### src/hdl/dhnf_ram.sv
// generic simple dual-port ram with registered read
// no dependencies
module dhnf_ram #(
   parameter int WIDTH = 8,
   parameter int DEPTH = 16
) (
   input  logic                     clock,
   input  logic                     we,
   input  logic [$clog2(DEPTH)-1:0] waddr,
   input  logic [WIDTH-1:0]         wdata,
   input  logic                     re,
   input  logic [$clog2(DEPTH)-1:0] raddr,
   output logic [WIDTH-1:0]         rdata
);

   logic [WIDTH-1:0] mem_ff [DEPTH];
   logic [WIDTH-1:0] rdata_ff;

   // write port
   always_ff @(posedge clock) begin
      if (we) begin
         mem_ff[waddr] <= wdata;
      end
   end

   // registered read port
   always_ff @(posedge clock) begin
      if (re) begin
         rdata_ff <= mem_ff[raddr];
      end
   end

   assign rdata = rdata_ff;

endmodule

### config.mk
export PLATFORM = sky130hd
export DESIGN_NAME = dhnf_ram
export DESIGN_NICKNAME = d
export VERILOG_FILES = /design/src/hdl/dhnf_ram.sv
export SDC_FILE = /design/constraint.sdc
export NUM_CORES = 1
export LEC_CHECK = 0
export BUFFER_PORTS_ARGS = -buffer_cell sky130_fd_sc_hd__buf_4
export CAP_MARGIN = 15
export CORE_MARGIN = 5
export CORE_UTILIZATION = 40
export CTS_CLUSTER_DIAMETER = 60
export DETAILED_ROUTE_END_ITERATION = 16
export PLACE_DENSITY = 0.65
export SETUP_SLACK_MARGIN = 0.2
export SLEW_MARGIN = 20
export SYNTH_ARGS = -nofsm -noshare
export SYNTH_HDL_FRONTEND = slang
export SYNTH_SLANG_ARGS = --single-unit
export TNS_END_PERCENT = 20
### constraint.sdc
create_clock -name clock -period 2.66 [get_ports clock]
set_input_delay 0.399 -clock clock [delete_from_list [all_inputs] [get_ports clock]]
set_output_delay 0.399 -clock clock [all_outputs]
set_load 0.02 [all_outputs]
; ---- Yosys cells after proc, flatten, opt, wreduce, memory -nomap -nowiden
; Memories as Yosys holds them, arrays and structs flattened. A register that Yosys moved wholly into a read port is not among the register bits.
; Cells that the tools add are included.
[classes]
muxes = 2
[op_table]
columns = op, count
row1 = 2-to-1 mux 1 bit, 2
[word_totals]
regBits = 0
ramBits = 128
inputBits = 19
output_inout_bits = 8
wordCells = 3
memories = 1
[mem_list]
columns = name, depth, width, read_ports, rd_ports_with_merged_regs, wr, line_no
row1 = mem_ff, 16, 8, 1, 1, 1, 16  ; logic [WIDTH-1:0] mem_ff [DEPTH];

; ---- Longest topological paths before layout
[logic_depth]
ltp_word = 2
ltp_mapped = 5
depth_no_buf = 3

; ---- Worst setup path after synthesis
; No wires, ideal clock.
[synth_path]
path_type = input to register
from = input port waddr[2]
to = memory mem_ff[0][0], enable pin
setup_ns = 0.383
arrival_ns = 1.509
t_required_ns = 2.277
slack_ns = 0.768
path_stages = 2
path_buffers = 0
cell_sequence = or3b_2 > nor3_1
[synth_lines]
columns = element, line_no
row1 = start: declaration, 9  ; input logic [$clog2(DEPTH)-1:0] waddr,
row2 = end: declaration, 16
; Straight into the memory's write port.

==> metrics.txt <==
Rows approximately 40; # fillers ~1.1k; Peak supply drop 0.569 mV; CP max-delay cell mux4_1; Clock Path Buffers 2; CP Max Fanout 18; hold_buf cts 0; critical path launch point raddr[0]; Power Dens Cells 755 nW/µm²; Max Cap Viol 0; Ant. Diodes 0; Worst Skew approximately 4.5 ps; part of the power in registers 0.520; final std cell area, no fill 6190 µm²; dpl cells 434; initial core utilization 0.411; CP max stage delay between 500 and 600 ps; CP arrival about 1800 ps; Buf/Inv on CP 2; GRT busiest layer met2; TritonCTS clock tree built; clock sink count 136; Die H around 120 µm; Nets 300; combinational power share 0.051; Setup TNS Final 0 ps; Syn Nets 248; DIE WIDTH 124 µm; routing usage on met2 0.222; I/O Pins 27; ratio of cells with drive above 1 in the final layout 0.286; area of the multi-input gates about 1100 µm²; Total GRT Usage 0.137; first-pass GRT wire length 15.4 mm; ANT nets after route 0; CP Capture Type flop; YS warnings 0; Syn Std Cell Area ~5200 µm²; routed vias 2407; vias in the first global route 2615; sequential-to-total area share from yosys stat 0.781; Slew Limit Headroom 0.483; dpl cell area 5690 µm²; routed wire length roughly 10 mm; Clock Pin Slew Worst Setup and Hold Paths ~50 ps; Setup Fix Bufs, Post-CTS 0; CTS Root Cell clkbuf_16; detailed-placement wirelength estimate 6.21 mm; FF-to-FF End rdata[6]; library cells used by synthesis 18; delay-heaviest family, CP multiplexers; RSZ-0062 raised after global routing no; drt drc 0; core area 12700 µm²; IO buf count 26; total CTS buffers 17; initial antenna violation count 0; worst path cell trace buf_4, buf_12, mux4_1, a22oi_1, nand2_1; run status finished clean; Die ar. 15500 µm²; M3 GR Usage 0.0403; synthesized flop and latch total 136; clk_lat worst skew 400 ps; hold path depth 1; Pleak 2.07 nW; Via-to-Cell Ratio 5.21; Syn Area/Cell 22.8 µm²; wire per inst approximately 22 µm; flop-to-flop setup slack 1130 ps; CTS H-Tree Depth 4; Crit Path Class in2reg; DRT iter0 DRCs about 260; internal power 0.00377 W; worst min path class in2reg; Tmin final 1650 ps; final hold violation count 0; fmax 0.606 GHz; Worst Path Required 2800 ps; final period utilization 0.620; CTS resizes 0; grt ovf 0; HP Start wdata[4]; Layout area overhead 18.4%; post-synth top area cell edfxtp_1; Slew Limit Fails 0; clock power share 0.429; Non-Filler Instances 462; Hold EP mem_ff[9][4]; GP Congestion roughly 0.72; Critical Path Start Type input pin; worst-case reg-to-reg path depth 3; Storage cell area 4080 µm²; Reg2Reg Launch Point mem_ff[3][6]; met1 Use GR 0.171; synth top area cells edfxtp_1 (78%), mux4_2 (7.8%), mux4_1 (7.0%); largest net degree at the start of global routing 33; Net Switching 0.000902 W; Slew @ Worst Pin 773 ps; Pre-antenna DRT Iters 4; post-synthesis cell count 229; final setup fails 0; Switching Share 0.193; post-synth top area share 0.781
-- how the worst max path moves through the flow --
stage	cells past startpoint	endpoint	slack, ps
floorplan	2	mem_ff[0][0]	770
global placement	5	rdata[0]	580
detailed placement	5	rdata[0]	560
CTS	5	rdata[0]	990
global route	5	rdata[3]	880
finish	5	rdata[2]	1010
-- Yosys cell counts --
library cell / count
nor3_1: 4
nand2b_1: 2
buf_6: 3
a22oi_1: 16
or3b_2: 1
nand3_1: 1
edfxtp_1: 136
nand2_1: 9
mux4_1: 14
clkdlybuf4s25_2: 3
nand3b_1: 2
and2_1: 1
mux4_2: 18
nor2_1: 13
nor2b_1: 1
and2b_1: 1
buf_4: 1
buf_2: 3
-- layout make-up --
type / count / share of cell area
sequential: 136 / 0.660
tap: 172 / 0.0348
multi-input combinational: 83 / 0.171
clock inverter: 6 / 0.00889
clock buffer: 22 / 0.0717
timing repair buffer: 43 / 0.0542
-- kinds of logic after synthesis --
logic type	share of synthesized area
muxes	0.148
DFF	0.781
AOI/OAI and AO/OA	0.0230
buffers and inverters	0.0165
and+or+nand+nor	0.0314
-- power by group through the flow --
stage | sequential, W | combinational [W] | clock [W]
3_5_place_dp | 0.00247 | 0.000241 | 0
5_1_grt | 0.00243 | 0.000258 | 0.00216
4_1_cts | 0.00243 | 0.000242 | 0.00204
2_1_floorplan | 0.00248 | 0.000122 | 0
3_3_place_gp | 0.00247 | 0.000236 | 0
6_report | 0.00243 | 0.000238 | 0.00201
-- flip-flops by register name, indices dropped and copies added, names as in the netlist --
name	flops
rdata	8
mem_ff	128
-- layer usage --
metal  vias to the layer above  wire [µm]
met5                         -          0
li1                       1084          -
met2                        63       5070
met4                         0        211
met3                        15        403
met1                      1245       4270
-- cell usage in the layout, fill, tap and decap left out, drive strengths merged --
cell type / instances
nand2: 9
nor3: 4
and2: 1
buf: 43
mux4: 32
or3b: 1
nor2b: 1
nand2b: 2
nor2: 13
clkinvlp: 1
nand3: 1
a22oi: 16
nand3b: 2
edfxtp: 136
and2b: 1
bufinv: 1
clkinv: 4
clkbuf: 22
-- through the flow --
stage	util	setup slack, ps	hold WS (ps)	total power (W)
finish	0.487	1010	301	0.00467
detailed placement	0.447	564	720	0.00271
global route	0.487	881	294	0.00485
CTS	0.487	992	292	0.00471
floorplan	-	768	498	0.00260
global placement	0.447	577	705	0.00271
No activity file was read; power rests on OpenSTA's default activity.
