**src/hdl/dhnf_pkg.sv**
```systemverilog
// shared types, constants and the reciprocal table of the depth hole neighbour fill core
// no dependencies; imported by every module of the core but dhnf_ram
package dhnf_pkg;

   // pixel and line memory geometry
   localparam int DEPTH_BITS = 8;
   localparam int PIX_W      = DEPTH_BITS + 1;
   localparam int MAX_WIDTH  = 2048;
   localparam int ADDR_W     = $clog2(MAX_WIDTH);
   localparam int ENTRY_W    = 2 * PIX_W;
   localparam int MAX_HEIGHT = 4096;

   // configuration registers
   localparam int CFGW_W      = 12;
   localparam int CFGH_W      = 13;
   localparam int CSR_IDX_W   = 1;
   localparam int CSR_DATA_W  = 13;
   localparam logic [CFGW_W-1:0] WIDTH_RESET  = CFGW_W'(640);
   localparam logic [CFGH_W-1:0] HEIGHT_RESET = CFGH_W'(480);
   localparam logic [CSR_IDX_W-1:0] REG_FRAME_WIDTH  = CSR_IDX_W'(0);
   localparam logic [CSR_IDX_W-1:0] REG_FRAME_HEIGHT = CSR_IDX_W'(1);

   // result fields
   localparam int COL_W     = 11;
   localparam int ROW_W     = 12;
   localparam int VAL_W     = 16;
   localparam int RND_W     = 8;
   localparam int FRAC_BITS = 8;
   localparam logic [VAL_W:0] HALF_LSB = (VAL_W + 1)'(1) << (FRAC_BITS - 1);

   // neighbour statistics and reciprocal divide
   localparam int CNT_W      = 4;
   localparam int SUM_W      = DEPTH_BITS + 3;
   localparam int NUM_W      = SUM_W + FRAC_BITS;
   localparam int RCP_SHIFT  = NUM_W + 3;
   localparam int RCP_W      = RCP_SHIFT + 1;
   localparam int PROD_W     = NUM_W + RCP_W;
   localparam int TDATA_IN_W  = ((DEPTH_BITS + 7) / 8) * 8;
   localparam int RSP_FIELD_W = COL_W + ROW_W + VAL_W + RND_W;
   localparam int TDATA_OUT_W = ((RSP_FIELD_W + 7) / 8) * 8;

   // sequencer states
   typedef enum logic [1:0] {
      ST_IDLE,
      ST_READ,
      ST_MUL,
      ST_OUT
   } state_type;

   // neighbourhood summary held after each window shift
   typedef struct packed {
      logic                  ctr_filled;
      logic [DEPTH_BITS-1:0] ctr_depth;
      logic [CNT_W-1:0]      count;
      logic [NUM_W-1:0]      numer;
   } stats_type;

   // formatted pixel result
   typedef struct packed {
      logic [VAL_W-1:0] value;
      logic             fixed;
      logic [RND_W-1:0] rounded;
   } result_type;

   // ceil(2^RCP_SHIFT / n) for neighbour counts one to eight
   function automatic logic [RCP_W-1:0] recip_of(input logic [CNT_W-1:0] n);
      logic [63:0] one;
      logic [63:0] r;
      one = 64'd1 << RCP_SHIFT;
      case (n)
         CNT_W'(1): r = one;
         CNT_W'(2): r = (one + 64'd1) / 2;
         CNT_W'(3): r = (one + 64'd2) / 3;
         CNT_W'(4): r = (one + 64'd3) / 4;
         CNT_W'(5): r = (one + 64'd4) / 5;
         CNT_W'(6): r = (one + 64'd5) / 6;
         CNT_W'(7): r = (one + 64'd6) / 7;
         CNT_W'(8): r = (one + 64'd7) / 8;
         default:   r = 64'd0;
      endcase
      return r[RCP_W-1:0];
   endfunction

endpackage

```
**src/hdl/dhnf_window.sv**
```systemverilog
// 3x3 window registers and neighbourhood statistics
// depends on dhnf_pkg
module dhnf_window (
   input  logic                        clock,
   input  logic                        reset,
   input  logic                        shift,
   input  logic [dhnf_pkg::PIX_W-1:0]  col_top,
   input  logic [dhnf_pkg::PIX_W-1:0]  col_mid,
   input  logic [dhnf_pkg::PIX_W-1:0]  col_bot,
   output dhnf_pkg::stats_type         stats
);
   import dhnf_pkg::*;

   logic [PIX_W-1:0] win_ff [9];
   logic [PIX_W-1:0] win_in [9];
   stats_type        stats_ff;
   stats_type        stats_in;

   // shift left by one column, new column enters on the right
   always_comb begin
      for (int i = 0; i < 3; i++) begin
         win_in[i*3]     = win_ff[i*3 + 1];
         win_in[i*3 + 1] = win_ff[i*3 + 2];
      end
      win_in[2] = col_top;
      win_in[5] = col_mid;
      win_in[8] = col_bot;
   end

   // count and sum of the filled neighbours of the new centre
   always_comb begin
      logic [CNT_W-1:0] n;
      logic [SUM_W-1:0] s;
      n = '0;
      s = '0;
      for (int k = 0; k < 9; k++) begin
         if (k != 4 && win_in[k][DEPTH_BITS]) begin
            n = n + CNT_W'(1);
            s = s + SUM_W'(win_in[k][DEPTH_BITS-1:0]);
         end
      end
      stats_in.ctr_filled = win_in[4][DEPTH_BITS];
      stats_in.ctr_depth  = win_in[4][DEPTH_BITS-1:0];
      stats_in.count      = n;
      stats_in.numer      = {s, FRAC_BITS'(0)} + NUM_W'(n >> 1);
   end

   // window registers
   always_ff @(posedge clock) begin
      if (reset) begin
         for (int k = 0; k < 9; k++) begin
            win_ff[k] <= '0;
         end
      end else if (shift) begin
         for (int k = 0; k < 9; k++) begin
            win_ff[k] <= win_in[k];
         end
      end
   end

   // statistics register
   always_ff @(posedge clock) begin
      if (shift) begin
         stats_ff <= stats_in;
      end
   end

   assign stats = stats_ff;

endmodule

```
**config.mk**
```make
export PLATFORM = sky130hd
export DESIGN_NAME = dhnf_window
export DESIGN_NICKNAME = d
export VERILOG_FILES = /design/src/hdl/dhnf_pkg.sv /design/src/hdl/dhnf_window.sv
export SDC_FILE = /design/constraint.sdc
export NUM_CORES = 1
export LEC_CHECK = 0
export BUFFER_PORTS_ARGS = -buffer_cell sky130_fd_sc_hd__buf_2
export CAP_MARGIN = 10
export CORE_ASPECT_RATIO = 1.5
export CORE_MARGIN = 1.5
export CORE_UTILIZATION = 50
export CTS_CLUSTER_DIAMETER = 200
export DETAILED_ROUTE_END_ITERATION = 7
export GPL_TIMING_DRIVEN = 0
export PLACE_DENSITY = 0.76
export SYNTH_ARGS = -nofsm -noshare
export SYNTH_HDL_FRONTEND = slang
export SYNTH_SLANG_ARGS = --single-unit
```
**constraint.sdc**
```tcl
create_clock -name clock -period 16.8 [get_ports clock]
set_input_delay 1.68 -clock clock [delete_from_list [all_inputs] [get_ports clock]]
set_output_delay 1.68 -clock clock [all_outputs]
set_load 0.05 [all_outputs]
```
# ---- Word level (Yosys, flattened, before mapping)
# Memories as Yosys holds them, arrays and structs flattened.
# Cells that the tools add are included.
dict set report totals {
  ff_bits 32
  mem_bits_rw 81
  in_bits 30
  out_inout_bits 32
  word_cells 59
  memories 1
}
dict set report op_classes {
  addsub 15
  n_mux 30
  bitwise 9
}
# name depth width rd rd_clocked_by_memory_dff wr line_no
set memory_table {}
lappend memory_table {win_ff 9 9 6 0 9 dhnf_window.sv:14} ;# logic [PIX_W-1:0] win_ff [9];
# operator count
set ops {}
lappend ops {{$mux 9} 9}
lappend ops {{$add 11x8->11} 7}
lappend ops {{$mux 11} 7}
lappend ops {{$add 4x1->4 const B} 6}
lappend ops {{$mux 4} 6}
lappend ops {{$add 19x3->19} 1}
lappend ops {{$or 1x1->1} 9}
lappend ops {{$mux 8} 1}
lappend ops {{$mux 1} 6}
lappend ops {{$add 1x1->2 const B} 1}
lappend ops {{$mux 2} 1}

# ---- Logic depth before layout (Yosys ltp)
dict set report depth {
  depth_word 16
  depth_mapped 43
  ltp_nobuf 43
}

# ---- Worst setup path after synthesis
# OpenSTA, ideal clock, no wires.
dict set report synth_path {
  path_kind {input-to-reg}
  startpoint {in col_top[0] (netlist name)}
  endpoint {reg stats_ff (netlist bit stats[18]) (data pin)}
  setup_ns 0.261
  t_arrival_ns 7.532
  required_ns 16.539
  setup_slack_ns 9.007
  cell_stages 32
  cell_sequence {ha_1 fa_1 a211oi_1 o21bai_1 a21oi_1 xnor2_1 mux2_4 ha_1 nor2b_1 o31a_1 a21oi_1 mux2_4 ha_1 nor2b_1 o31ai_1 a21boi_0 mux2_4 ha_1 o21a_1 o31ai_1 a21o_1 o21a_1 ha_1 nor3_1 nor2_1 or2_1 ha_1 nor2b_1 o21a_1 nor2_1 and4bb_1 xor2_1}
}
# item line_no
set synth_lines {}
lappend synth_lines {{start, declared} dhnf_window.sv:7} ;# input logic [dhnf_pkg::PIX_W-1:0] col_top,
lappend synth_lines {{end signal, assigned} dhnf_window.sv:64} ;# stats_ff <= stats_in;
lappend synth_lines {{end, declared} dhnf_window.sv:16} ;# stats_type stats_ff;

==> flow_metrics.tcl <==
set metrics [dict create \
    grt_start_max_net_pins 29 \
    grt_remaining_overflow 0 \
    synth.area.top_cells "edfxtp_1 (36%), ha_1 (12%), and2_1 (5.6%), xnor2_1 (4.7%), mux2_2 (4.3%)" \
    num_vias 5157 \
    critPathLaunchType "flip-flop" \
    fp.dieH_um 143 \
    relSlewSlack_pct 51.2 \
    ys_types 60 \
    avgSynthCellArea_um2 9.87 \
    fin_setup_tns_ns 0 \
    drv_slew 0 \
    ioPinCount 62 \
    placementRows 51 \
    drtIter0Drc 260 \
    p_leak_nw 3.16 \
    viasPerCell 5.76 \
    ys_async_sr_fraction_pct 0 \
    skew_ns 0.00791 \
    tightest_slew_ns 0.732 \
    drt_pre_antenna_iters 4 \
    maxCapViolations 0 \
    grt_antenna_before_repair 0 \
    cpPeakStageDelay_ns 0.56 \
    cts_root_buffer "clkbuf_16" \
    worstHoldPathType "flip-flop to flip-flop" \
    clk_latency_ns 0.35 \
    ir_drop_mv 0.0701 \
    start_util_pct 50.7 \
    cts_tree "built" \
    grt_use_total_pct 23.2 \
    fin_crit_ns 8.57 \
    status "completed" \
    yosys_warnings 0 \
    nFillCells 1134 \
    crit_type "flip-flop to flip-flop" \
    cts.clk_slew.worst_paths_ns 0.07 \
    post_cts_buffers 0 \
    crit_path_end_kind "flip-flop" \
    portBuffers 54 \
    cpMostUsedCell "ha_1" \
    critPathRequiredTime_ns 16.99 \
    ys.flop_type "edfxtp_1" \
    yosys.area.top_type "edfxtp_1" \
    cts_buffer_depth 2 \
    die_area_um2 13800 \
    cpLargestDelayFamily "adder cells" \
    hpwlAfterDp_mm 11.8 \
    wire_per_inst_um 16.8 \
    drc 0 \
    cp_max_fo 10 \
    synth-seq-cells 78 \
    power_density_nw_per_um2 115 \
    hold_buffers 0 \
    setup_viol 0 \
    htreeDepth 3 \
    ys_seq_area_share_pct 35.8 \
    finalHoldViolations 0 \
    cts_resized 0 \
    rsz0062_at_grt "false" \
    final_nets 832 \
    syn_inst 662 \
    ant_nets 0 \
    grt_pass1_wl_mm 24.3 \
    synth_area_um2 6540 \
    max_freq_mhz 117 \
    cts_buffers 9 \
    finalCritPeriodShare_pct 51.0 \
    diodes 0 \
    synth_edf_count 78 \
    critPathBufInv 2 \
    yosysTopAreaCellShare_pct 35.8 \
    cts_sinks 78 \
    grt_pass1_vias 5366 \
    drive_gt1_share_pct 15.6 \
    core-area_um2 12900 \
    gp_congestion 0.927 \
    cp.arrival_ns 8.76 \
    drt_wl_total_mm 15.0 \
    crit_slowest_cell "edfxtp_1" \
    area_growth_pct 12.1 \
    hold_ws_ns 0.445 \
    die_x_um 96.4 \
]
-- state kept, by name, summed over array words and instances (netlist names) --
signal,count
stats,24
win_ff,54
-- worst paths after layout --
| kind | start | end | slack (ns) | cells after the start |
|---|---|---|---|---|
| max reg2reg | win_ff[1][8] | stats[18] | 8.23 | 37 |
| max | win_ff[1][8] | stats[18] | 8.23 | 37 |
| min reg2reg | win_ff[5][2] | stats[25] | 0.44 | 0 |
| min | win_ff[5][2] | stats[25] | 0.44 | 0 |
-- synth_stat cells, types with 2 or more instances --
cell       number
xor2_1         14
edfxtp_1       78
nand3_1         7
nor4b_1         3
nor2_1         40
a41o_1          2
or3_1           3
o31ai_1         8
o21a_1         16
a31oi_1         5
a21o_1         11
mux2_4          3
mux2_2         25
a2111oi_0       2
a21oi_1        35
and2_1         58
xnor2_1        35
clkbuf_1       18
o211ai_1        3
ha_1           63
inv_1          40
o31a_1          7
nor2b_1        13
nand2b_1        2
o21ai_0        38
nand4_1         2
nor3_1         15
nand2_1        34
and3_1          3
mux2i_1         7
or4_1           2
o2bb2ai_1       4
fa_1            7
a211oi_1       13
o21bai_1       11
nand3b_1        3
buf_4           8
a41oi_1         2
-- power breakdown --
part | internal (W) | switching, W
Combinational | 0.000160 | 0.000237
Sequential | 0.000245 | 0.00000869
Clock | 0.000104 | 0.0000902
-- metal layers --
metal	vias up	wire length [um]	track usage, %
met4	0	456	10.9
met3	39	501	4.05
met2	92	8330	45.5
met5	-	0	0
li1	2549	-	-
met1	2477	5730	22.6
-- kinds of logic after synthesis --
| logic type | count (synthesis) | synth area share, % |
|---|---|---|
| simple gates | 190 | 15.4 |
| buf+inv | 70 | 4.61 |
| fa+ha+maj | 70 | 14.2 |
| compound gates | 169 | 17.3 |
| xor+xnor | 49 | 6.57 |
| flops | 78 | 35.8 |
| other cells | 1 | 0.0574 |
| mux | 35 | 6.07 |
-- per-stage QoR --
stage               cell area (um^2)  setup slack, ns  power, W  utilization [%]  cells
finish                          7330             8.23  0.000844             56.8    896
CTS                             7330             8.29  0.000849             56.8    896
global route                    7330             7.63  0.000899             56.8    896
detailed placement              7040             8.14  0.000652             54.6    880
global placement                7020             8.29  0.000633             54.5    879
floorplan                       6550             9.01  0.000572                -    666
-- cell type report --
type	instances	area, um^2	area share, %
Multi-Input combinational cell	518	3910	53.3
Clock buffer	9	225	3.07
Clock inverter	7	61.3	0.837
Tap cell	159	199	2.72
Sequential cell	78	2340	32.0
Buffer	28	144	1.96
Inverter	42	158	2.15
Timing Repair Buffer	55	290	3.96
-- cell usage in the layout (no fill, tap or decap), drive strengths merged, types with 11 or more instances in the layout --
cell,count
xnor2,35
o21a,16
nand2,34
o21bai,11
a21oi,35
edfxtp,78
and2,58
a211oi,14
a21o,11
nor3,15
nor2b,14
mux2,28
clkbuf,27
ha,63
inv,47
nor2,40
xor2,14
buf,65
o21ai,38
No activity file was read; power rests on OpenSTA's default activity.
