## config.mk

```make
export PLATFORM = sky130hd
export DESIGN_NAME = dhnf_divider
export DESIGN_NICKNAME = d
export VERILOG_FILES = /design/src/hdl/dhnf_pkg.sv /design/src/hdl/dhnf_divider.sv
export SDC_FILE = /design/constraint.sdc
export NUM_CORES = 1
export LEC_CHECK = 0
export BUFFER_PORTS_ARGS = -buffer_cell sky130_fd_sc_hd__buf_2
export CAP_MARGIN = 20
export CORE_UTILIZATION = 50
export CTS_CLUSTER_DIAMETER = 150
export DETAILED_ROUTE_END_ITERATION = 8
export GPL_ROUTABILITY_DRIVEN = 1
export PLACE_DENSITY = 0.65
export SETUP_SLACK_MARGIN = 0.15
export SYNTH_ARGS = -nofsm -noshare
export SYNTH_HDL_FRONTEND = slang
export SYNTH_SLANG_ARGS = --single-unit
```

## constraint.sdc

```tcl
create_clock -name clock -period 15.2 [get_ports clock]
set_input_delay 0 -clock clock [delete_from_list [all_inputs] [get_ports clock]]
set_output_delay 0 -clock clock [all_outputs]
set_load 0.1 [all_outputs]
```

## src/hdl/dhnf_pkg.sv

```systemverilog
// shared types, constants and the reciprocal table of the depth hole neighbour fill core
// no dependencies; imported by every module of the core but dhnf_ram
package dhnf_pkg;

   // pixel and line memory geometry
   localparam int DEPTH_BITS = 8;
   localparam int PIX_W      = DEPTH_BITS + 1;
   localparam int MAX_WIDTH  = 2048;
   localparam int ADDR_W     = $clog2(MAX_WIDTH);
   localparam int ENTRY_W    = 2 * PIX_W;
   localparam int MAX_HEIGHT = 4096;

   // configuration registers
   localparam int CFGW_W      = 12;
   localparam int CFGH_W      = 13;
   localparam int CSR_IDX_W   = 1;
   localparam int CSR_DATA_W  = 13;
   localparam logic [CFGW_W-1:0] WIDTH_RESET  = CFGW_W'(640);
   localparam logic [CFGH_W-1:0] HEIGHT_RESET = CFGH_W'(480);
   localparam logic [CSR_IDX_W-1:0] REG_FRAME_WIDTH  = CSR_IDX_W'(0);
   localparam logic [CSR_IDX_W-1:0] REG_FRAME_HEIGHT = CSR_IDX_W'(1);

   // result fields
   localparam int COL_W     = 11;
   localparam int ROW_W     = 12;
   localparam int VAL_W     = 16;
   localparam int RND_W     = 8;
   localparam int FRAC_BITS = 8;
   localparam logic [VAL_W:0] HALF_LSB = (VAL_W + 1)'(1) << (FRAC_BITS - 1);

   // neighbour statistics and reciprocal divide
   localparam int CNT_W      = 4;
   localparam int SUM_W      = DEPTH_BITS + 3;
   localparam int NUM_W      = SUM_W + FRAC_BITS;
   localparam int RCP_SHIFT  = NUM_W + 3;
   localparam int RCP_W      = RCP_SHIFT + 1;
   localparam int PROD_W     = NUM_W + RCP_W;
   localparam int TDATA_IN_W  = ((DEPTH_BITS + 7) / 8) * 8;
   localparam int RSP_FIELD_W = COL_W + ROW_W + VAL_W + RND_W;
   localparam int TDATA_OUT_W = ((RSP_FIELD_W + 7) / 8) * 8;

   // sequencer states
   typedef enum logic [1:0] {
      ST_IDLE,
      ST_READ,
      ST_MUL,
      ST_OUT
   } state_type;

   // neighbourhood summary held after each window shift
   typedef struct packed {
      logic                  ctr_filled;
      logic [DEPTH_BITS-1:0] ctr_depth;
      logic [CNT_W-1:0]      count;
      logic [NUM_W-1:0]      numer;
   } stats_type;

   // formatted pixel result
   typedef struct packed {
      logic [VAL_W-1:0] value;
      logic             fixed;
      logic [RND_W-1:0] rounded;
   } result_type;

   // ceil(2^RCP_SHIFT / n) for neighbour counts one to eight
   function automatic logic [RCP_W-1:0] recip_of(input logic [CNT_W-1:0] n);
      logic [63:0] one;
      logic [63:0] r;
      one = 64'd1 << RCP_SHIFT;
      case (n)
         CNT_W'(1): r = one;
         CNT_W'(2): r = (one + 64'd1) / 2;
         CNT_W'(3): r = (one + 64'd2) / 3;
         CNT_W'(4): r = (one + 64'd3) / 4;
         CNT_W'(5): r = (one + 64'd4) / 5;
         CNT_W'(6): r = (one + 64'd5) / 6;
         CNT_W'(7): r = (one + 64'd6) / 7;
         CNT_W'(8): r = (one + 64'd7) / 8;
         default:   r = 64'd0;
      endcase
      return r[RCP_W-1:0];
   endfunction

endpackage

```

## src/hdl/dhnf_divider.sv

```systemverilog
// reciprocal multiply for the neighbour mean and result formatting
// depends on dhnf_pkg
module dhnf_divider (
   input  logic                clock,
   input  logic                start,
   input  dhnf_pkg::stats_type stats,
   output dhnf_pkg::result_type result
);
   import dhnf_pkg::*;

   logic [PROD_W-1:0] prod_ff;
   logic [PROD_W-1:0] prod_in;
   logic [VAL_W-1:0]  quot;
   logic [VAL_W:0]    round_sum;

   // numerator times ceil(2^k / n) is exact for every count one to eight
   assign prod_in = PROD_W'(stats.numer) * PROD_W'(recip_of(stats.count));

   always_ff @(posedge clock) begin
      if (start) begin
         prod_ff <= prod_in;
      end
   end

   assign quot = prod_ff[RCP_SHIFT +: VAL_W];

   // filled centre keeps its depth, hole takes the mean, lone hole stays open
   always_comb begin
      if (stats.ctr_filled) begin
         result.value = VAL_W'({stats.ctr_depth, FRAC_BITS'(0)});
         result.fixed = 1'b1;
      end else if (stats.count != '0) begin
         result.value = quot;
         result.fixed = 1'b1;
      end else begin
         result.value = '0;
         result.fixed = 1'b0;
      end
      round_sum      = {1'b0, result.value} + HALF_LSB;
      result.rounded = round_sum[FRAC_BITS +: RND_W];
   end

endmodule

```

Yosys cells after proc, flatten, opt, wreduce, memory -nomap -nowiden
Memory sizes are Yosys's and may differ from the RTL's.
Index checks and enable logic that the tools add are counted.
{"block": "totals", "regBits": 38, "mem_bits_ro": 368, "input_bits": 34, "output_inout_bits": 25, "elab_cells": 7, "mem_count": 1}
{"block": "op_classes", "add_sub_neg": 1, "n_mul": 1, "mux": 2, "n_reduce_logical": 1}
{"memory": "(name not given)", "depth": 16, "width": 23, "rd": 1, "rd_ports_with_merged_regs": 0, "write_ports": 0, "line": "dhnf_pkg.sv:70", "source": "case (n)"}
{"operator": "19-bit by 23-bit multiplier with 38-bit output", "count": 1}
{"operator": "17-bit two-way mux", "count": 2}
{"operator": "16-bit by 8-bit adder with 16-bit output (second input constant)", "count": 1}
{"operator": "4-bit nonzero test", "count": 1}

Longest topological paths before layout
Gate-level depths: netlist of the first run.
{"block": "logic_depth", "ltp_word": 4, "depth_mapped": 28}

Least setup slack after synthesis of the first run
No wires, ideal clock.
{"block": "synth_path", "kind": "in2reg", "start": "input port stats[21] (netlist name)", "end": "register prod_ff[36] (data pin)", "arrival_ns": 6.549, "t_required_ns": 14.940, "path_slack_ns": 8.391, "stages": 27, "path_buffers": 3, "cell_sequence": "buf_4 -> inv_1 -> clkbuf_1 -> nand2_1 -> a21oi_1 -> clkbuf_1 -> nand2_1 -> fa_1 -> inv_1 -> fa_1 -> inv_1 -> fa_1 -> inv_1 -> fa_1 -> fa_1 -> inv_1 -> fa_1 -> inv_1 -> ha_1 -> a211oi_1 -> o21ai_0 -> o311ai_1 -> a2111oi_4 -> a211o_2 -> a211oi_2 -> o21bai_2 -> xor2_1"}
{"block": "synth_between", "elab_chain_len": 2}
{"element": "start: declaration", "line": "dhnf_divider.sv:6", "source": "input dhnf_pkg::stats_type stats,"}
{"element": "memory 16 x 23 bit"}
{"element": "19-bit by 23-bit multiplier with 38-bit output", "line": "dhnf_divider.sv:17", "source": "assign prod_in = PROD_W'(stats.numer) * PROD_W'(recip_of(stats.count));"}
{"element": "net prod_in[36]", "line": "dhnf_divider.sv:12", "source": "logic [PROD_W-1:0] prod_in;"}
{"element": "end signal: assignment", "line": "dhnf_divider.sv:21", "source": "prod_ff <= prod_in;"}
{"element": "end: declaration", "line": "dhnf_divider.sv:11", "source": "logic [PROD_W-1:0] prod_ff;"}
The timed path passes the listed nets, and every way through them passes these cells.
A chain may end at the register's enable or synchronous reset.

Worst setup path after layout of the first run
Ends and elaborated chain as after synthesis.

==> results.tsv, run 1 <==
stage	metric	value	unit
layout	layout cells sized above 1	0.06000	
floorplanning	initial core utilization	0.5070	
floorplanning	Top Ports	59	
layout	fin cells	1730	
yosys	EDFF count, synth	16	
route	number of remaining DRC errors	0	
power	worst ir drop on vdd	0.1100	mV
setup_path	Max FO, Critical Path	17	
floorplanning	row count	58	
yosys	Async SR Flop Fraction	0	
layout	max reg flops	16	
timing	Final min period	7.946	ns
cts	post-CTS setup buffers	0	
route	initial detailed-routing violation count	737	
grt	total gr overflow	0	
setup_path	Setup crit start kind	input pin	
grt	largest net degree at the start of global routing	26	
power	part of the power in registers	0.093	
timing	Setup Viol. Count Final	0	
cts	hold-fix buffers at CTS	0	
timing	Slew Limit Headroom	0.1926	
grt	global-route wire length before repair	55880	µm
place	hpwl dp	31570	µm
layout	Nets	1876	
cts	CTS tree	done	
cts	CTS buffer count	3	
timing	f_max	0.1259	GHz
power	Switch Pwr	515.7	µW
yosys	Syn Nets	1851	
timing	Final Hold Viols	0	
power	sw frac	0.5721	
yosys	flop and latch count out of synthesis	16	
grt	Tot GR Track Use	0.2905	
cts	H-tree levels	1	
yosys	synth warn	0	
layout	Multi-input gate area	10390	µm²
setup_path	critical path data required time	15.19	ns
layout	Largest regs	prod_ff: 16 flops	
setup_path	Worst Setup End Kind	flip-flop	
timing	RSZ-0062 raised after global routing	no	
place	IO buf count	58	
power	Cell Pwr Density	67.24	nW/µm²
layout	antenna diode count	0	
cts	CTS clock-pin slew for the worst setup and hold paths	0.04	ns
yosys	synthesized area per cell	9.245	µm²
grt	vias in the first global route	9631	
power	clock network power share	0.054	
setup_path	Critical Path AT	7.94	ns
route	drt pass-1 iters	5	
place	placed cells	1727	
timing	Max Slew Vio Count	0	
floorplanning	Chip Height	161.6	µm
yosys	main flop type after synthesis	edfxtp_1	
min_path	HP Class	in -> reg	
layout	register cell area after layout	480.5	µm²
route	ANT nets after route	0	
floorplanning	chip width	161.6	µm
floorplanning	die area	26100	µm²
yosys	Cells after Synth	1377	
status	status	finished clean	
yosys	Synth Cell Area	12730	µm²
cts	# clock sinks	16	
setup_path	Crit Path Class	in -> reg	
layout	largest register by flop count	prod_ff	
route	drt wl/cell	20.53	µm
cts	post-CTS sizing	0	
route	via count	8951	
power	Total Power	901.4	µW
timing	Setup WS post-layout	7.254	ns
route	WL final	35510	µm
place	pre-CTS setup slack	7.125	ns
timing	worst slew pin tran	1.211	ns
cts	clock root buffer	clkbuf_16	
power	internal power	385.7	µW
layout	fillers	2397	
timing	final setup TNS	0	ns
power	Comb pwr share	0.853	
yosys	sequential-to-total area share from yosys stat	0.03774	
timing	final hold slack	0.1823	ns
floorplanning	core area	25110	µm²
grt	antenna violations before repair	0	
timing	post-route clock period utilization	0.5227	
yosys	synth unique cells	45	
cts	CTS Buffer Depth	2	
route	Vias/cell	5.174	
layout	synthesis-to-layout area growth	5.298	%
flow_run	Max-Cap Viols	0	
power	Pleak	7.488	nW
place	routability cong.	1.057	
==> final cells by class <==
cell class,instances,share of cell area
timing repair buffer,64,0.02501
clock buffer,3,0.005600
inverter,455,0.1274
tap,330,0.03080
multi-input combinational,862,0.7753
sequential,16,0.03584
==> cell usage in the layout (no fill, tap or decap), types with 4 or more instances in the layout <==
cell type | synthesis | final
a21o_1 | 10 | 10
a21oi_1 | 25 | 23
a21oi_2 | 2 | 4
a22o_1 | 9 | 9
and2_1 | 59 | 59
and3_1 | 32 | 32
buf_2 | 3 | 58
buf_4 | 1 | 6
edfxtp_1 | 16 | 16
fa_1 | 329 | 329
ha_1 | 111 | 111
inv_1 | 455 | 455
nand2_1 | 168 | 168
nand2b_1 | 9 | 9
nand3_1 | 6 | 6
nand4_1 | 4 | 4
nor2_1 | 11 | 11
o21ai_0 | 16 | 16
xnor2_1 | 19 | 19
xor2_1 | 15 | 15
==> path summary, 6_finish.rpt <==
kind	slack [ns]	cells past startpoint	to	from
hold / removal	0.18	1	prod_ff[23]	start
setup / recovery	7.25	23	prod_ff[36]	stats[21]
==> cells in the mapped netlist, types with 2 or more instances <==
cell	n	area [µm²]
xnor2_1	19	166.4
ha_1	111	1389
o21a_1	2	15.01
inv_1	455	1708
a31oi_1	2	12.51
nor3_1	5	25.02
clkbuf_1	40	150.1
nand2_1	168	630.6
and4_1	2	17.52
nand2b_1	9	56.30
fa_1	329	6586
and3_1	32	200.2
a21oi_1	25	125.1
nand3_1	6	30.03
o21ai_0	16	80.08
xor2_1	15	131.4
o21bai_1	2	15.01
a22o_1	9	78.83
nand3b_1	2	15.01
a211oi_1	2	15.01
a21o_1	10	75.07
a221oi_1	2	17.52
edfxtp_1	16	480.5
nor2_1	11	41.29
and2_1	59	369.1
nand4_1	4	25.02
a21oi_2	2	17.52
nor2b_1	3	18.77
buf_2	3	15.01
==> cells by family (layout without fill, tap and decap cells) <==
family / count (synthesis) / in the layout / synth area share
AOI/OAI and AO/OA: 83 / 83 / 0.04796
xor gates and xnor gates: 34 / 34 / 0.02339
adders and majority gates: 440 / 440 / 0.6264
buffers and inverters: 499 / 522 / 0.1477
DFF: 16 / 16 / 0.03774
muxes: 1 / 1 / 0.0007863
and+or+nand+nor: 304 / 304 / 0.1160
==> routing by layer <==
layer	share of wire	track usage
met1	0.44	0.4191
met2	0.43	0.4318
met3	0.11	0.08988
met4	0.025	0.06003
met5	0	0
==> critical path, cell delays in order <==
cell and delay (ns):
buf_2 0.20, inv_1 0.25, nor2_1 0.92, and2_1 0.87
nand2_1 0.31, fa_1 0.55, fa_1 0.46, fa_1 0.56
inv_1 0.06, fa_1 0.45, fa_1 0.52, inv_1 0.05
fa_1 0.47, inv_1 0.04, ha_1 0.30, a211oi_1 0.23
o21ai_0 0.15, o311ai_1 0.51, a2111oi_4 0.10, a211o_2 0.42
a211oi_2 0.28, o21bai_2 0.09, xor2_1 0.14
==> per-stage QoR <==
stage	util	cell area (µm²)
global route	0.5339	13410
finish	0.5339	13410
CTS	0.5339	13410
floorplan	-	12730
global placement	0.5309	13330
detailed placement	0.5309	13330
==> power by group through the flow <==
stage / sequential, mW / clock (mW) / combinational [mW]
floorplan: 0.0843 / 0 / 0.593
global placement: 0.0849 / 0 / 0.750
detailed placement: 0.0850 / 0 / 0.766
CTS: 0.0843 / 0.0493 / 0.770
global route: 0.0862 / 0.0511 / 0.864
finish: 0.0841 / 0.0485 / 0.769
No activity file was read; power rests on OpenSTA's default activity.
==> run 2, diff against run 1 <==
--- a/config.mk
+++ b/config.mk
@@ -11,7 +11,7 @@
 export CTS_CLUSTER_DIAMETER = 150
 export DETAILED_ROUTE_END_ITERATION = 8
 export GPL_ROUTABILITY_DRIVEN = 1
-export PLACE_DENSITY = 0.65
+export PLACE_DENSITY = 0.68
 export SETUP_SLACK_MARGIN = 0.15
 export SYNTH_ARGS = -nofsm -noshare
 export SYNTH_HDL_FRONTEND = slang
==> constraint.sdc (replaced) <==
create_clock -name clock -period 7 [get_ports clock]
set_input_delay 0 -clock clock [delete_from_list [all_inputs] [get_ports clock]]
set_output_delay 0 -clock clock [all_outputs]
set_load 0.1 [all_outputs]
==> results.tsv, run 2 (synthesis gave the netlist of run 1 again) <==
stage	metric	value	unit	change
layout	Final Util	0.5421		+0.008172
layout	max reg flops	16		unchanged
cts	hold-fix buffers at CTS	0		unchanged
place	routability cong.	1.020		-3.5%
route	Vias/cell	5.134		-0.77%
setup_path	critical path data required time	7.00	ns	-8.19 ns
setup_path	Buf/Inv on CP	7		+2
min_path	HP Class	in -> reg		
layout	most frequent cells in the layout	inv_1 (454), fa_1 (329), nand2_1 (167)		
flow_run	Max-Cap Viols	0		unchanged
route	number of remaining DRC errors	0		unchanged
setup_path	Setup crit start kind	input pin		
timing	Final min period	6.514	ns	
timing	RSZ-0062 raised after global routing	no		
cts	clock root buffer	clkbuf_16		
layout	Nets	1895		+1.0%
grt	global-route wire length before repair	56690	µm	+1.5%
route	ANT nets after route	0		unchanged
timing	f_max	0.1535	GHz	
setup_path	Crit Path Class	in -> reg		
grt	vias in the first global route	9641		+0.10%
setup_path	Critical Path AT	6.51	ns	-1.43 ns
floorplanning	Top Ports	59		unchanged
layout	most common cell after layout, fill and taps aside	inv_1		
grt	largest net degree at the start of global routing	26		unchanged
timing	worst slew pin tran	0.5276	ns	-0.6834 ns
layout	Non-Filler Cell Area, Final	13610	µm²	+1.5%
timing	Final Hold Viols	0		unchanged
route	initial detailed-routing violation count	624		-15%
cts	# clock sinks	16		unchanged
timing	post-route clock period utilization	0.9306		
timing	final hold slack	0.1766	ns	-0.005727 ns
power	worst ir drop on vdd	0.2459	mV	+120%
layout	fin cells	1751		+1.2%
grt	total gr overflow	0		unchanged
place	placed inst area	13510	µm²	+1.3%
layout	synthesis-to-layout area growth	6.909	%	
floorplanning	initial core utilization	0.5070		unchanged
power	Pleak	7.598	nW	+1.5%
grt	Tot GR Track Use	0.2968		+0.006334
setup_path	Worst path max stage delay	0.54	ns	-0.38 ns
layout	Largest regs	prod_ff: 16 flops		
cts	CTS Buffer Depth	2		unchanged
cts	CTS buffer count	3		unchanged
setup_path	Crit-path slowest cell	fa_1		
timing	Setup WS post-layout	0.4860	ns	-6.768 ns
cts	CTS clock-pin slew for the worst setup and hold paths	0.05	ns	about the same
floorplanning	die area	26100	µm²	unchanged
place	IO buf count	58		unchanged
grt	antenna violations before repair	1		+1
setup_path	most used cell, CP	fa_1		
floorplanning	row count	58		unchanged
route	drt pass-1 iters	5		unchanged
route	WL final	36490	µm	+2.7%
floorplanning	Chip Height	161.6	µm	unchanged
power	Cell Pwr Density	145.9	nW/µm²	+120%
floorplanning	core area	25110	µm²	unchanged
place	pre-CTS setup slack	0.1512	ns	-6.973 ns
cts	CTS tree	done		
route	via count	8990		+0.44%
status	status	finished clean		
timing	Setup Viol. Count Final	0		unchanged
timing	final setup TNS	0	ns	unchanged
power	Total Power	1.986	mW	+120%
cts	H-tree levels	1		unchanged
setup_path	delay-heaviest family, CP	adder cells		
place	placed cells	1746		+1.1%
layout	largest register by flop count	prod_ff		
setup_path	Max FO, Critical Path	20		+3
timing	Slew Limit Headroom	0.6457		+0.4531
timing	Max Slew Vio Count	0		unchanged
setup_path	Worst Setup End Kind	flip-flop		
layout	layout cells sized above 1	0.07535		+0.01535
route	drt wl/cell	20.84	µm	+1.5%
place	hpwl dp	32770	µm	+3.8%
floorplanning	chip width	161.6	µm	unchanged
==> run 2: cell types whose count changed in the layout (fill, tap and decap cells not counted), sizes merged <==
cell    before  now
buf         64   83
clkinv       0    1
diode        0    1
==> run 2: path summary, 6_finish.rpt <==
path	start	end	slack, ns	depth (start not counted)
setup / recovery	stats[19]	prod_ff[36]	0.49	27
hold / removal	start	prod_ff[31]	0.18	1
==> run 2: repair_timing <==
| item | CTS | global route |
|---|---|---|
| gates resized for setup | 0 | 7 |
| endpoints found under the setup margin | 0 | 5 |
| setup buffers | 0 | 0 |
==> run 2: metal layers <==
layer | global-route usage | up-vias | routed length [µm]
met3 | 0.1133 | 37 | 4453
li1 | - | 4039 | -
met2 | 0.4389 | 379 | 15490
met5 | 0 | - | 0
met4 | 0.04288 | 0 | 518
met1 | 0.4235 | 4535 | 16020
==> run 2: area by class of cell <==
| class | instances | area, µm² |
|---|---|---|
| diodes | 1 | 2.502 |
| clock buffers | 3 | 75.07 |
| clock inverters | 1 | 3.754 |
| fillers | 2380 | 11500 |
| inverters | 455 | 1708 |
| multi-input cells | 862 | 10400 |
| flip-flops and latches | 16 | 480.5 |
| well taps | 330 | 412.9 |
| repair buffers | 83 | 528.0 |
==> run 2: report_power, final <==
part           internal, mW  leakage (nW)  switching, mW
Clock                0.0756        0.0385         0.0334
Sequential            0.176         0.156        0.00707
Combinational         0.601          7.40           1.09
